File: src/rtl/assert_macros.svh
// Assertion macros included by the frame parser
`ifndef ASSERT_MACROS_SVH
`define ASSERT_MACROS_SVH

// Check an implication on every rising clock edge outside reset
`define ASSERT_IMPLY(lbl, clk, rst_n, ante, cons) \
  lbl: assert property (@(posedge clk) disable iff (!rst_n) (ante) |-> (cons)) \
    else $error("assertion failed");

// Check that the consequence holds in the cycle after the antecedent
`define ASSERT_NEXT(lbl, clk, rst_n, ante, cons) \
  lbl: assert property (@(posedge clk) disable iff (!rst_n) (ante) |=> (cons)) \
    else $error("assertion failed");

`endif

File: src/rtl/tif_pkg.sv
// Teleinfo parser package: character codes and the label table
package tif_pkg;

  localparam logic [6:0] CH_STX = 7'h02;
  localparam logic [6:0] CH_ETX = 7'h03;
  localparam logic [6:0] CH_LF  = 7'h0A;
  localparam logic [6:0] CH_CR  = 7'h0D;
  localparam logic [6:0] CH_SP  = 7'h20;

  localparam int TABLE_SIZE = 20;
  localparam int IDX_PAPP   = 13;
  localparam int IDX_ADIR1  = 17;
  localparam int CSUM_MASK  = 63;
  localparam int CSUM_BIAS  = 32;

  typedef struct packed {
    logic [55:0] chars;
    logic [3:0]  len;
  } label_entry_t;

  // Labels as 8-bit strings, right aligned, with their lengths
  localparam logic [63:0] LABEL_STR [TABLE_SIZE] = '{
    64'("ADCO"), 64'("OPTARIF"), 64'("ISOUSC"), 64'("HCHP"), 64'("HCHC"),
    64'("PTEC"), 64'("IINST1"), 64'("IINST2"), 64'("IINST3"), 64'("IMAX1"),
    64'("IMAX2"), 64'("IMAX3"), 64'("PMAX"), 64'("PAPP"), 64'("HHPHC"),
    64'("MOTDETAT"), 64'("PPOT"), 64'("ADIR1"), 64'("ADIR2"), 64'("ADIR3")};
  localparam logic [3:0] LABEL_LEN [TABLE_SIZE] = '{
    4'd4, 4'd7, 4'd6, 4'd4, 4'd4, 4'd4, 4'd6, 4'd6, 4'd6, 4'd5,
    4'd5, 4'd5, 4'd4, 4'd4, 4'd5, 4'd8, 4'd4, 4'd5, 4'd5, 4'd5};

  // Repack one table label to 7 bits a character, first character low
  function automatic label_entry_t label_rom(input int idx);
    label_entry_t e;
    int n;
    e.chars = '0;
    e.len   = LABEL_LEN[idx];
    n       = int'(LABEL_LEN[idx]);
    for (int k = 0; k < 8; k++) begin
      if (k < n) begin
        e.chars[7*k +: 7] = LABEL_STR[idx][8*(n-1-k) +: 7];
      end
    end
    return e;
  endfunction

endpackage

File: src/rtl/teleinfo_frame_parser.sv
// Teleinfo historique frame parser, one character word per cycle
// The parser takes one 7-bit meter character per cycle and never stalls
// except while a finished result waits at the output register. At the CR
// of a good-shaped group it emits a group result (label index, checksum
// verdict, value up to MAX_VALUE_CHARS characters); at the ETX closing a
// frame (sync is ETX then STX) it emits a frame result.
// out_tuser is 0 for a group result, 1 for a frame result.
module teleinfo_frame_parser
  import tif_pkg::*;
#(
  parameter int NUM_LABELS      = 20,
  parameter int MAX_VALUE_CHARS = 16,
  parameter int MAX_LABEL_CHARS = 8
) (
  input  logic         clk,
  input  logic         rst_n,
  input  logic         in_tvalid,
  output logic         in_tready,
  input  logic [7:0]   in_tdata,   // [6:0] rx_char
  output logic         out_tvalid,
  input  logic         out_tready,
  output logic [127:0] out_tdata,  // label_index, csum_good, value_length,
                                   // value_first, value_rest, value_overflow,
                                   // frame_checksum_error, overload_phase,
                                   // power_missing
  output logic         out_tuser   // kind
);

`include "assert_macros.svh"

  typedef enum logic [2:0] {PH_IDLE, PH_LABEL, PH_VALUE, PH_CSUM, PH_CR} phase_t;

  logic        etx_seen_r, etx_seen_nxt;
  logic        in_frame_r, in_frame_nxt;
  phase_t      phase_r, phase_nxt;
  logic [55:0] label_buf_r, label_buf_nxt;
  logic [3:0]  label_cnt_r, label_cnt_nxt;
  logic [6:0]  value_buf_r [16];
  logic [4:0]  value_cnt_r, value_cnt_nxt;
  logic [7:0]  sum_r, sum_nxt;
  logic [6:0]  rx_cs_r, rx_cs_nxt;
  logic        frame_err_r, frame_err_nxt;
  logic [2:0]  ovl_r, ovl_nxt;
  logic        power_r, power_nxt;
  logic        val_we;
  logic [3:0]  val_widx;

  logic         out_valid_r;
  logic [127:0] out_data_r;
  logic         out_kind_r;
  logic         res_valid, res_kind;
  logic [127:0] res_data;

  logic        accept;
  logic [6:0]  c;
  logic [4:0]  idx;
  logic [4:0]  kept;
  logic        ok;
  logic [55:0] lo, hi;
  logic [1:0]  ph;
  label_entry_t ent;

  assign accept    = in_tvalid && in_tready;
  assign in_tready = !out_valid_r || out_tready;
  assign c         = in_tdata[6:0];

  // Match the collected label against the table
  always_comb begin
    idx = 5'(NUM_LABELS);
    for (int i = TABLE_SIZE - 1; i >= 0; i--) begin
      ent = label_rom(i);
      if (i < NUM_LABELS && ent.len == label_cnt_r &&
          int'(ent.len) <= MAX_LABEL_CHARS && ent.chars == label_buf_r) begin
        idx = 5'(i);
      end
    end
  end

  // Pack kept value chars, zeros past length; checksum, overload phase
  always_comb begin
    kept = (int'(value_cnt_r) > MAX_VALUE_CHARS) ? 5'(MAX_VALUE_CHARS) : value_cnt_r;
    ok   = ((8'(CSUM_MASK) & sum_r) + 8'(CSUM_BIAS)) == {1'b0, rx_cs_r};
    lo   = '0;
    hi   = '0;
    for (int j = 0; j < 16; j++) begin
      if (j < int'(kept)) begin
        if (j < 8) lo[7*j +: 7] = value_buf_r[j];
        else       hi[7*(j-8) +: 7] = value_buf_r[j];
      end
    end
    priority if (ovl_r[0]) ph = 2'd1;
    else if (ovl_r[1])     ph = 2'd2;
    else if (ovl_r[2])     ph = 2'd3;
    else                   ph = 2'd0;
  end

  // Advance the parser by one character
  always_comb begin
    etx_seen_nxt  = etx_seen_r;
    in_frame_nxt  = in_frame_r;
    phase_nxt     = phase_r;
    label_buf_nxt = label_buf_r;
    label_cnt_nxt = label_cnt_r;
    value_cnt_nxt = value_cnt_r;
    sum_nxt       = sum_r;
    rx_cs_nxt     = rx_cs_r;
    frame_err_nxt = frame_err_r;
    ovl_nxt       = ovl_r;
    power_nxt     = power_r;
    val_we        = 1'b0;
    val_widx      = value_cnt_r[3:0];
    res_valid     = 1'b0;
    res_kind      = 1'b0;
    res_data      = '0;
    if (c == CH_ETX) begin
      if (in_frame_r) begin
        res_valid       = 1'b1;
        res_kind        = 1'b1;
        res_data[124]   = frame_err_r || (phase_r != PH_IDLE);
        res_data[126:125] = ph;
        res_data[127]   = !power_r;
        in_frame_nxt    = 1'b0;
      end
      etx_seen_nxt = 1'b1;
    end else if (c == CH_STX && etx_seen_r) begin
      etx_seen_nxt  = 1'b0;
      in_frame_nxt  = 1'b1;
      phase_nxt     = PH_IDLE;
      frame_err_nxt = 1'b0;
      ovl_nxt       = '0;
      power_nxt     = 1'b0;
    end else begin
      etx_seen_nxt = 1'b0;
      if (in_frame_r) begin
        if (c == CH_LF) begin
          if (phase_r != PH_IDLE) frame_err_nxt = 1'b1;
          phase_nxt     = PH_LABEL;
          label_buf_nxt = '0;
          label_cnt_nxt = '0;
          value_cnt_nxt = '0;
          sum_nxt       = '0;
          rx_cs_nxt     = '0;
        end else begin
          unique case (phase_r)
            PH_LABEL: begin
              if (c == CH_CR) begin
                frame_err_nxt = 1'b1;
                phase_nxt     = PH_IDLE;
              end else if (c == CH_SP) begin
                sum_nxt   = sum_r + 8'(CH_SP);
                phase_nxt = PH_VALUE;
              end else begin
                sum_nxt = sum_r + 8'(c);
                if (int'(label_cnt_r) < MAX_LABEL_CHARS) begin
                  label_buf_nxt = label_buf_r | (56'(c) << (7 * int'(label_cnt_r)));
                  label_cnt_nxt = label_cnt_r + 4'd1;
                end else begin
                  label_cnt_nxt = 4'(MAX_LABEL_CHARS + 1);
                end
              end
            end
            PH_VALUE: begin
              if (c == CH_CR) begin
                frame_err_nxt = 1'b1;
                phase_nxt     = PH_IDLE;
              end else if (c == CH_SP) begin
                phase_nxt = PH_CSUM;
              end else begin
                sum_nxt = sum_r + 8'(c);
                if (int'(value_cnt_r) < MAX_VALUE_CHARS) begin
                  val_we        = 1'b1;
                  value_cnt_nxt = value_cnt_r + 5'd1;
                end else begin
                  value_cnt_nxt = 5'(MAX_VALUE_CHARS + 1);
                end
              end
            end
            PH_CSUM: begin
              if (c == CH_CR) begin
                frame_err_nxt = 1'b1;
                phase_nxt     = PH_IDLE;
              end else begin
                rx_cs_nxt = c;
                phase_nxt = PH_CR;
              end
            end
            PH_CR: begin
              phase_nxt = PH_IDLE;
              if (c != CH_CR) begin
                frame_err_nxt = 1'b1;
              end else begin
                res_valid          = 1'b1;
                res_data[4:0]      = idx;
                res_data[5]        = ok;
                res_data[10:6]     = kept;
                res_data[66:11]    = lo;
                res_data[122:67]   = hi;
                res_data[123]      = int'(value_cnt_r) > MAX_VALUE_CHARS;
                if (!ok) begin
                  frame_err_nxt = 1'b1;
                end else if (kept != 5'd0) begin
                  if (int'(idx) == IDX_PAPP) power_nxt = 1'b1;
                  else if (int'(idx) >= IDX_ADIR1 && int'(idx) < IDX_ADIR1 + 3)
                    ovl_nxt = ovl_r | (3'b001 << (int'(idx) - IDX_ADIR1));
                end
              end
            end
            default: phase_nxt = PH_IDLE;
          endcase
        end
      end
    end
  end

  // Hold parser state and the result register
  always_ff @(posedge clk) begin
    if (!rst_n) begin
      etx_seen_r  <= 1'b0;
      in_frame_r  <= 1'b0;
      phase_r     <= PH_IDLE;
      label_buf_r <= '0;
      label_cnt_r <= '0;
      value_cnt_r <= '0;
      sum_r       <= '0;
      rx_cs_r     <= '0;
      frame_err_r <= 1'b0;
      ovl_r       <= '0;
      power_r     <= 1'b0;
      out_valid_r <= 1'b0;
    end else begin
      if (accept) begin
        etx_seen_r  <= etx_seen_nxt;
        in_frame_r  <= in_frame_nxt;
        phase_r     <= phase_nxt;
        label_buf_r <= label_buf_nxt;
        label_cnt_r <= label_cnt_nxt;
        value_cnt_r <= value_cnt_nxt;
        sum_r       <= sum_nxt;
        rx_cs_r     <= rx_cs_nxt;
        frame_err_r <= frame_err_nxt;
        ovl_r       <= ovl_nxt;
        power_r     <= power_nxt;
        out_valid_r <= res_valid;
      end else if (out_tready) begin
        out_valid_r <= 1'b0;
      end
    end
  end

  // Store value characters and result payload
  always_ff @(posedge clk) begin
    if (accept && val_we) value_buf_r[val_widx] <= c;
    if (accept && res_valid) begin
      out_data_r <= res_data;
      out_kind_r <= res_kind;
    end
  end

  assign out_tvalid = out_valid_r;
  assign out_tdata  = out_data_r;
  assign out_tuser  = out_kind_r;

  `ASSERT_IMPLY(a_frame_clean, clk, rst_n, out_tvalid && out_tuser,
                out_tdata[123:0] == '0)
  `ASSERT_IMPLY(a_group_clean, clk, rst_n, out_tvalid && !out_tuser,
                out_tdata[127:124] == '0)
  `ASSERT_IMPLY(a_len_max, clk, rst_n, out_tvalid && !out_tuser,
                int'(out_tdata[10:6]) <= MAX_VALUE_CHARS)

endmodule
File: config.mk
export PLATFORM = sky130hd
export DESIGN_NAME = teleinfo_frame_parser
export DESIGN_NICKNAME = d
export VERILOG_FILES = /design/src/rtl/tif_pkg.sv /design/src/rtl/teleinfo_frame_parser.sv
export VERILOG_INCLUDE_DIRS = /design/src /design/src/rtl
export SDC_FILE = /design/constraint.sdc
export NUM_CORES = 1
export LEC_CHECK = 0
export ABC_AREA = 1
export BUFFER_PORTS_ARGS = -buffer_cell sky130_fd_sc_hd__buf_2
export CORE_MARGIN = 1
export CORE_UTILIZATION = 30
export DETAILED_ROUTE_END_ITERATION = 8
export GPL_TIMING_DRIVEN = 0
export HOLD_SLACK_MARGIN = 0.06
export PLACE_DENSITY_LB_ADDON = 0.08
export SLEW_MARGIN = 10
export SYNTH_ARGS = -nofsm -noshare
export SYNTH_HDL_FRONTEND = slang
export SYNTH_SLANG_ARGS = --single-unit
File: constraint.sdc
create_clock -name clk -period 20.1 [get_ports clk]
set_clock_uncertainty 0.05 [all_clocks]
set_input_delay 1.005 -clock clk [delete_from_list [all_inputs] [get_ports clk]]
set_output_delay 1.005 -clock clk [all_outputs]
set_load 0.005 [all_outputs]
== Yosys cells after proc, flatten, opt, wreduce, memory -nomap -nowiden ==
Memory sizes are Yosys's and may differ from the RTL's. A register that Yosys moved wholly into a read port is not among the register bits.
Cells that the tools add are included.

* Bits of input ports: 12
* Bits in registers: 108
* Memories kept: 1
* Output and inout bits: 131
* RAM bits: 112

{| class="wikitable"
|+ Memory list
! name !! words !! bits a word !! rd ports !! clocked after memory_dff !! wr ports !! line !! RTL
|-
| value_buf_r || 16 || 7 || 16 || 16 || 1 || teleinfo_frame_parser.sv:38 || <nowiki>logic [6:0] value_buf_r [16];</nowiki>
|}

* $lt $le $gt $ge: 21
* Add/sub/neg operators: 6
* Reductions and logical operators: 75
* Multiply operators: 1
* Equality and inequality tests: 50
* Bitwise gates (word level): 22
* Multiplexer cells: 104
* Shift-type cells: 2

{| class="wikitable"
|+ Operators by type and width
! operator !! number
|-
| $eq 28x56->1 const A || 7
|-
| $eq 34x56->1 const A || 6
|-
| $mux 56 || 5
|-
| $eq 41x56->1 const A || 3
|-
| $reduce_or 7->1 || 16
|-
| $mux 5 || 22
|-
| $mux 3 || 21
|-
| $eq 35x56->1 const A || 1
|-
| $eq 42x56->1 const A || 1
|-
| $eq 49x56->1 const A || 1
|-
| $eq 56x56->1 const A || 1
|-
| $or 56x56->56 || 1
|-
| $shl 7x7->56 || 1
|-
| $lt 4x5->1 const A || 8
|-
| $mux 8 || 5
|-
| $mux 1 || 38
|-
| $shl 1x32->3 const A || 1
|-
| $logic_and 1x1->1 || 25
|-
| $reduce_bool 2->1 || 12
|-
| $mux 7 || 3
|-
| $reduce_and 7->1 || 3
|-
| $lt 3x5->1 const A || 4
|-
| $mux 4 || 5
|-
| $not 1->1 || 20
|-
| other kinds (46) || 71
|}

== Logic depth before layout (Yosys ltp) ==
Gate-level depths: netlist of the first run.

* Word-level depth: 34
* Gate-level depth with buffers: 27
* Mapped depth without buffers: 25

== Least setup slack after synthesis of the first run ==
OpenSTA, ideal clock, no wires.

* Path kind: input to register
* From: in in_tdata[4]
* To: reg out_data_r[0] (netlist: out_tdata[0]), enable pin
* Cell stages on the path: 7
* Data required time: 19.239 ns
* Data arrival time: 11.288 ns
* Path buffers: 0
* Path slack: 7.951 ns
* Cells stage by stage: inv_1 > nand3_2 > nor2_1 > inv_1 > nor3_1 > inv_1 > a211oi_1

* Longest elaborated chain between the ends: 8

{| class="wikitable"
|+ RTL lines
! element !! line !! RTL
|-
| from (decl) || teleinfo_frame_parser.sv:19 || <nowiki>input logic [7:0] in_tdata,</nowiki>
|-
| $ne 7x4->1 || teleinfo_frame_parser.sv:189 || <nowiki>if (c != CH_CR) begin</nowiki>
|-
| $mux 1 || teleinfo_frame_parser.sv:189 ||
|-
| $mux 1 || teleinfo_frame_parser.sv:144 || <nowiki>unique case (phase_r)</nowiki>
|-
| $mux 1 || teleinfo_frame_parser.sv:135 || <nowiki>if (c == CH_LF) begin</nowiki>
|-
| $mux 1 || teleinfo_frame_parser.sv:134 || <nowiki>if (in_frame_r) begin</nowiki>
|-
| $mux 1 || teleinfo_frame_parser.sv:125 || <nowiki>end else if (c == CH_STX && etx_seen_r) begin</nowiki>
|-
| $mux 1 * || teleinfo_frame_parser.sv:115 || <nowiki>if (c == CH_ETX) begin</nowiki>
|-
| $logic_and 1x1->1 * || teleinfo_frame_parser.sv:253 || <nowiki>if (accept && res_valid) begin</nowiki>
|-
| to (signal assigned) || teleinfo_frame_parser.sv:254 || <nowiki>out_data_r <= res_data;</nowiki>
|-
| to (decl) || teleinfo_frame_parser.sv:49 || <nowiki>logic [127:0] out_data_r;</nowiki>
|}

Mark *: on every way between the ends. The rest lies on a longest branch, timed or not.
A chain may end at the register's enable or synchronous reset.

== Worst setup path in the final report of the first run ==
* From: in in_tdata[2]
* To: mem value_buf_r[5][4], enable pin

* Longest elaborated chain between the ends: 11

{| class="wikitable"
|+ RTL lines
! element !! line !! RTL
|-
| $eq 7x6->1 || teleinfo_frame_parser.sv:166 || <nowiki>end else if (c == CH_SP) begin</nowiki>
|-
| $mux 1 || teleinfo_frame_parser.sv:166 ||
|-
| $mux 1 || teleinfo_frame_parser.sv:163 || <nowiki>if (c == CH_CR) begin</nowiki>
|-
| $mux 1 || teleinfo_frame_parser.sv:144 ||
|-
| $mux 1 || teleinfo_frame_parser.sv:135 ||
|-
| $mux 1 || teleinfo_frame_parser.sv:134 ||
|-
| $mux 1 || teleinfo_frame_parser.sv:125 ||
|-
| $mux 1 * || teleinfo_frame_parser.sv:115 ||
|-
| $logic_and 1x1->1 * || teleinfo_frame_parser.sv:252 || <nowiki>if (accept && val_we) value_buf_r[val_widx] <= c;</nowiki>
|-
| $mux 1 * || teleinfo_frame_parser.sv:252 ||
|-
| $mux 1 (implied by the code) * || teleinfo_frame_parser.sv:252 ||
|-
| to (decl) || teleinfo_frame_parser.sv:38 ||
|}

Marks and branches as above.

==> results of run 1 <==
[logic make-up (layout without fill, tap and decap cells)]
group                    count (synthesis)  count (layout)  share of synthesized area
AO/OA/AOI/OAI                          133             133                     0.0530
XOR/XNOR                                10              10                    0.00614
adder cells (fa/ha/maj)                 16              16                     0.0146
buffers and inverters                  295             510                     0.0794
flip-flops                             330             330                      0.632
AND/OR/NAND/NOR                        713             713                      0.215
[cells in the final DEF, fill, tap and decap left out, types with 5 or more instances in the layout]
cell and instances:
nor4_1 5, ha_1 15, o21ai_1 7, buf_2 145, a31oi_1 5, clkbuf_16 40, dfxtp_1 89, nand2_1 214
nor2_1 322, inv_2 7, xor2_1 8, a21oi_1 86, nor3_1 48, clkbuf_1 27, nand4_1 25, o21ai_0 12
nand3_1 74, buf_8 8, a211oi_1 7, edfxtp_1 241, inv_1 266, nand3b_1 6, a21oi_2 5
[worst max-delay path: stages]
cell     delay, ps
buf_2          490
inv_1          400
nand2_1        220
nor2_1          90
nand3_2        210
nand3_1        230
nor2_1         220
inv_1          100
nor4_1         500
nand2_1        340
nor2_1         700
[layer usage]
layer  vias to the layer above  share of wire  GRT usage
met3                        57          0.047     0.0293
met2                       245           0.45      0.270
met5                         -              0          0
met1                      4948           0.48      0.244
li1                       5248              -          -
met4                         0          0.023     0.0570
[worst paths after layout]
kind,slack (ps),to
max,15700,value_buf_r[5][4]
min,400,label_buf_r[47]
max reg2reg,16010,ovl_r[1]
min reg2reg,400,label_buf_r[47]
[power breakdown]
part	internal, W	switching, W
clock	0.000370	0.000274
combinational	0.00000247	0.0000162
sequential	0.000725	0.0000000690
[sequential cells by signal (all words and copies together) (netlist names)]
register     flops
etx_seen_r       1
ovl_r            3
out_tdata      128
rx_cs_r          7
label_cnt_r      4
value_buf_r    112
phase_r          3
label_buf_r     56
out_tuser        1
in_frame_r       1
out_tvalid       1
frame_err_r      1
value_cnt_r      5
sum_r            6
power_r          1
[final cells by class]
type	instances	area (sq um)
repair buffers	150	853
clock buffers	56	1070
plain buffers	21	103
clock inverters	9	60.1
well taps	607	759
inverters	274	1030
multi-input cells	872	4130
flip-flops and latches	330	9020
fillers	4812	29700
[metrics by stage]
step	utilization	instance area, sq um	cells	power (W)	setup slack, ps
3_3_place_gp	0.337	15700	2245	0.000759	1650
3_5_place_dp	0.340	15900	2254	0.000759	14960
4_1_cts	0.364	17000	2319	0.00141	15550
2_1_floorplan	-	14300	1497	0.000746	7950
5_1_grt	0.364	17000	2319	0.00144	15330
6_report	0.364	17000	2319	0.00139	15700
==> results.json, run 1 <==
{
  "status": "finished with violations",
  "violations": "DRC",
  "slew_viol_final": 0,
  "vias_per_cell": 4.53,
  "arrival_ps": 4530,
  "cts_buffer_depth": 3,
  "diodes": 0,
  "via_count": 10498,
  "async_flop_share": 0,
  "area_growth_pct": 19.3,
  "clk_latency_ps": 560,
  "synth_cell_types": 44,
  "drc_errors": 12,
  "initial_core_util": 0.305,
  "final_antenna_net_count": 0,
  "cts_tree": "yes",
  "port_buffers": 141,
  "synth_commonest_cells": "nor2_1 (322), inv_1 (266), edfxtp_1 (241)",
  "finalSetupViolCount": 0,
  "reg2reg_depth": 27,
  "drive_gt1_frac": 0.139,
  "cts_sinks": 330,
  "wl_per_cell_microns": 17.8,
  "synth_fp_nets": 1525,
  "pwr_density_cell_nw_per_um2": 81.5,
  "dp_hpwl_microns": 30500,
  "cts_setup_buffers": 0,
  "grt_max_degree": 24,
  "htree_levels": 2,
  "final_nets": 1716,
  "worst_pin_slew_ps": 876,
  "hold_depth": 2,
  "ir_drop_mv": 0.0544,
  "min_from": "label_buf_r[47]",
  "maxSlewHeadroom": 0.414,
  "synth_edf_count": 241,
  "postSynthCellCount": 1497,
  "track_usage": 0.174,
  "max_freq_ghz": 0.227,
  "finalHoldViolCount": 0,
  "num_io_pins": 143,
  "p_leak_nw": 6.68,
  "clkTransAtPathRegs_ps": 60,
  "die_height_microns": 220,
  "min_path_type": "flip-flop to flip-flop",
  "period_share": 0.219,
  "yosysMostFrequentCell": "nor2_1",
  "die_area_sq_um": 48400,
  "grt_pass1_vias": 10125,
  "die_w_microns": 220,
  "routabilityCongestion": 0.883,
  "drv_cap": 0,
  "yosys.area.top_type": "edfxtp_1",
  "cts_resized": 0,
  "ys_seq_area_frac": 0.632,
  "synth_area_leaders": "edfxtp_1 (51%), dfxtp_1 (12%), nor2_1 (8.5%), inv_1 (7.0%), nand2_1 (5.6%)",
  "hold_ws_ps": 397,
  "cp_data_required_time_ps": 20230,
  "cts_buffers": 39,
  "drt-initial-drc-count": 724,
  "ctsHoldBuffers": 0,
  "criticalPathCategory": "input pin to flip-flop",
  "fin_crit_ps": 4400,
  "synth_top_area_frac": 0.507,
  "yosys_warnings": 0,
  "synth_top_flop_cell": "edfxtp_1",
  "row_count": 79,
  "critPathLaunch": "in_tdata[2]",
  "clockRootBuffer": "clkbuf_16",
  "setup_tns_ps": 0,
  "syn_area_sq_um": 14300,
  "coreArea_sq_um": 46800,
  "r2r_start": "label_cnt_r[0]",
  "synth-seq-cells": 330,
  "cp-start-kind": "input pin",
  "grt_first_pass_wirelength_microns": 62100,
  "endpoint_kind": "flip-flop",
  "path_max_fanout": 19,
  "finalWirelength_microns": 41300,
  "grt_overflow_total": 0,
  "rsz0062_at_grt": "no",
  "syn_area_per_cell_sq_um": 9.53,
  "antenna_found_initial": 0,
  "firstDrtPassIters": 7
}
(Power assumes the default switching activity.)
==> run 2, diff against run 1 <==
Clock period 20.1 ns to 3.75 ns, I/O delays scaled along.
==> run 2 against run 1 <==
The run still ends with DRC left. Non-clock buffer count grew 2. Register-to-register slack lost 16000 ps. Largest power group unchanged. Critical path depth grew 15. Utilization grew 0.40 points. Count of clock-buffer cells in the layout shrank 11. Critical endpoint is now ovl_r[1].
==> results.json, run 2 (synthesis results as in run 1) <==
{
  "status": "finished with violations",
  "violations": "DRC",
  "setup_ws_ps": 282,
  "diodes": 0,
  "wl_per_cell_microns": 17.9,
  "drc_errors": 17,
  "grt_overflow_total": 0,
  "final_util": 0.368,
  "endpoint_kind": "flip-flop",
  "cp_data_required_time_ps": 4160,
  "finalSetupViolCount": 0,
  "grt_first_pass_wirelength_microns": 63000,
  "cts_sinks": 330,
  "vias_per_cell": 4.53,
  "final_antenna_net_count": 0,
  "die_w_microns": 220,
  "cts_buffers": 38,
  "drv_cap": 0,
  "finalWirelength_microns": 41500,
  "path_max_fanout": 11,
  "routabilityCongestion": 0.895,
  "dp_hpwl_microns": 31000,
  "p_leak_nw": 6.72,
  "die_area_sq_um": 48400,
  "p_comb_frac": 0.014,
  "drt-initial-drc-count": 722,
  "p_clk_frac": 0.467,
  "finalHoldViolCount": 0,
  "arrival_ps": 3880,
  "placedCellCount": 2255,
  "final_cells": 2323,
  "num_io_pins": 143,
  "slew_viol_final": 0,
  "min_path_type": "input pin to flip-flop",
  "largest_reg_flops": 128,
  "pwr_density_cell_nw_per_um2": 435,
  "post-place-ws_ps": -722,
  "power_switching_w": 0.00159,
  "grt_pass1_vias": 10140,
  "grt_max_degree": 24,
  "power_frac_seq": 0.519,
  "port_buffers": 141,
  "cts_buffer_depth": 3,
  "worst_pin_slew_ps": 791,
  "maxSlewHeadroom": 0.472,
  "rsz0062_at_grt": "no",
  "via_count": 10513,
  "track_usage": 0.175,
  "layout_commonest_cell": "nor2_1",
  "die_height_microns": 220,
  "mostFrequentLayoutCells": "nor2_1 (302), inv_1 (262), edfxtp_1 (241)",
  "final_nets": 1717,
  "fin_crit_ps": 3470,
  "coreArea_sq_um": 46800,
  "max_freq_ghz": 0.288,
  "clockRootBuffer": "clkbuf_16",
  "initial_core_util": 0.305,
  "htree_levels": 2,
  "row_count": 79,
  "p_int_w": 0.00590,
  "p_sw_frac": 0.212,
  "antenna_found_initial": 0,
  "drive_gt1_frac": 0.161,
  "ir_drop_mv": 0.236,
  "clkTransAtPathRegs_ps": 60,
  "cts_setup_buffers": 0,
  "clk_latency_ps": 550,
  "period_share": 0.925,
  "criticalPathCategory": "flip-flop to flip-flop",
  "cts_tree": "yes",
  "area_growth_pct": 20.6,
  "cp-start-kind": "flip-flop",
  "firstDrtPassIters": 7
}
[run 2: changes by cell type in the layout (fill, tap and decap cells not counted), sizes merged]
cell / change
clkinvlp: +5
clkbuf: -11
clkinv: +11
dlygate4sd3: +2
inv: -4
bufinv: +1
[run 2: power groups by stage]
stage                     registers [W]   logic, W  clock network, W
after floorplan                 0.00396  0.0000368                 0
after global placement          0.00396   0.000107                 0
after detailed placement        0.00396   0.000107                 0
after CTS                       0.00388   0.000108           0.00360
after global routing            0.00388   0.000114           0.00374
final                           0.00389   0.000105           0.00350
[run 2: path summary, 6_finish.rpt]
kind	startpoint	depth (start not counted)	slack, ps	endpoint
worst min register to register	label_buf_r[47]	2	400	label_buf_r[47]
worst max register to register	label_cnt_r[1]	26	280	ovl_r[1]
worst max-delay path	label_cnt_r[1]	26	280	ovl_r[1]
worst min-delay path	in_tdata[4]	1	110	value_buf_r[3][4]
[run 2: metrics by stage]
| stage | power, W | instance area [sq um] | setup TNS [ps] | hold slack [ps] |
|---|---|---|---|---|
| 2_1_floorplan | 0.00400 | 14300 | -143060 | 236 |
| 3_3_place_gp | 0.00407 | 15800 | -631100 | 389 |
| 3_5_place_dp | 0.00407 | 15900 | -83190 | 393 |
| 4_1_cts | 0.00759 | 17200 | -165 | 96.4 |
| 5_1_grt | 0.00774 | 17200 | 0 | 109 |
| 6_report | 0.00749 | 17200 | 0 | 111 |
[run 2: area by class of cell]
type,instances,area (sq um)
Timing Repair Buffer,153,903
Multi-Input combinational cell,872,4220
Sequential cell,330,9020
Buffer,20,101
Inverter,274,1050
Fill cell,4789,29500
Tap cell,607,759
Clock inverter,22,159
Clock buffer,45,1010
[run 2: worst max-delay path, stage by stage (launching register included)]
cell      delay (ps)
dfxtp_1          320
clkbuf_2         210
inv_4            170
ha_1             160
inv_1             90
nor2_4           210
inv_1            110
nor2_1           120
nand2_1           70
nor2_1           190
nand3_1          150
nand3_1          120
nor2_1            40
nand4_1           60
nor2_1            50
nand2_1          130
inv_1            100
ha_1             220
inv_1             80
nor2_1            40
nand2_1           60
nand2_1           60
nor2_1           150
nand3_1          130
nor2_1           100
nand3_1           80
a21oi_1          110
[run 2: repair_timing]
item | CTS | global route
endpoints found under the hold margin | 5 | 0
gates resized for setup | 13 | 20
hold buffers | 2 | 0
setup endpoints to repair | 52 | 115
[run 2: layer usage]
metal  share of wire  GRT usage  up-vias  routed length (microns)
met2            0.45      0.273      224                    18500
met1            0.50      0.254     4967                    20600
met5               0          0        -                        0
met3           0.039     0.0221       48                     1600
met4           0.019     0.0487        0                      792
li1                -          -     5274                        -
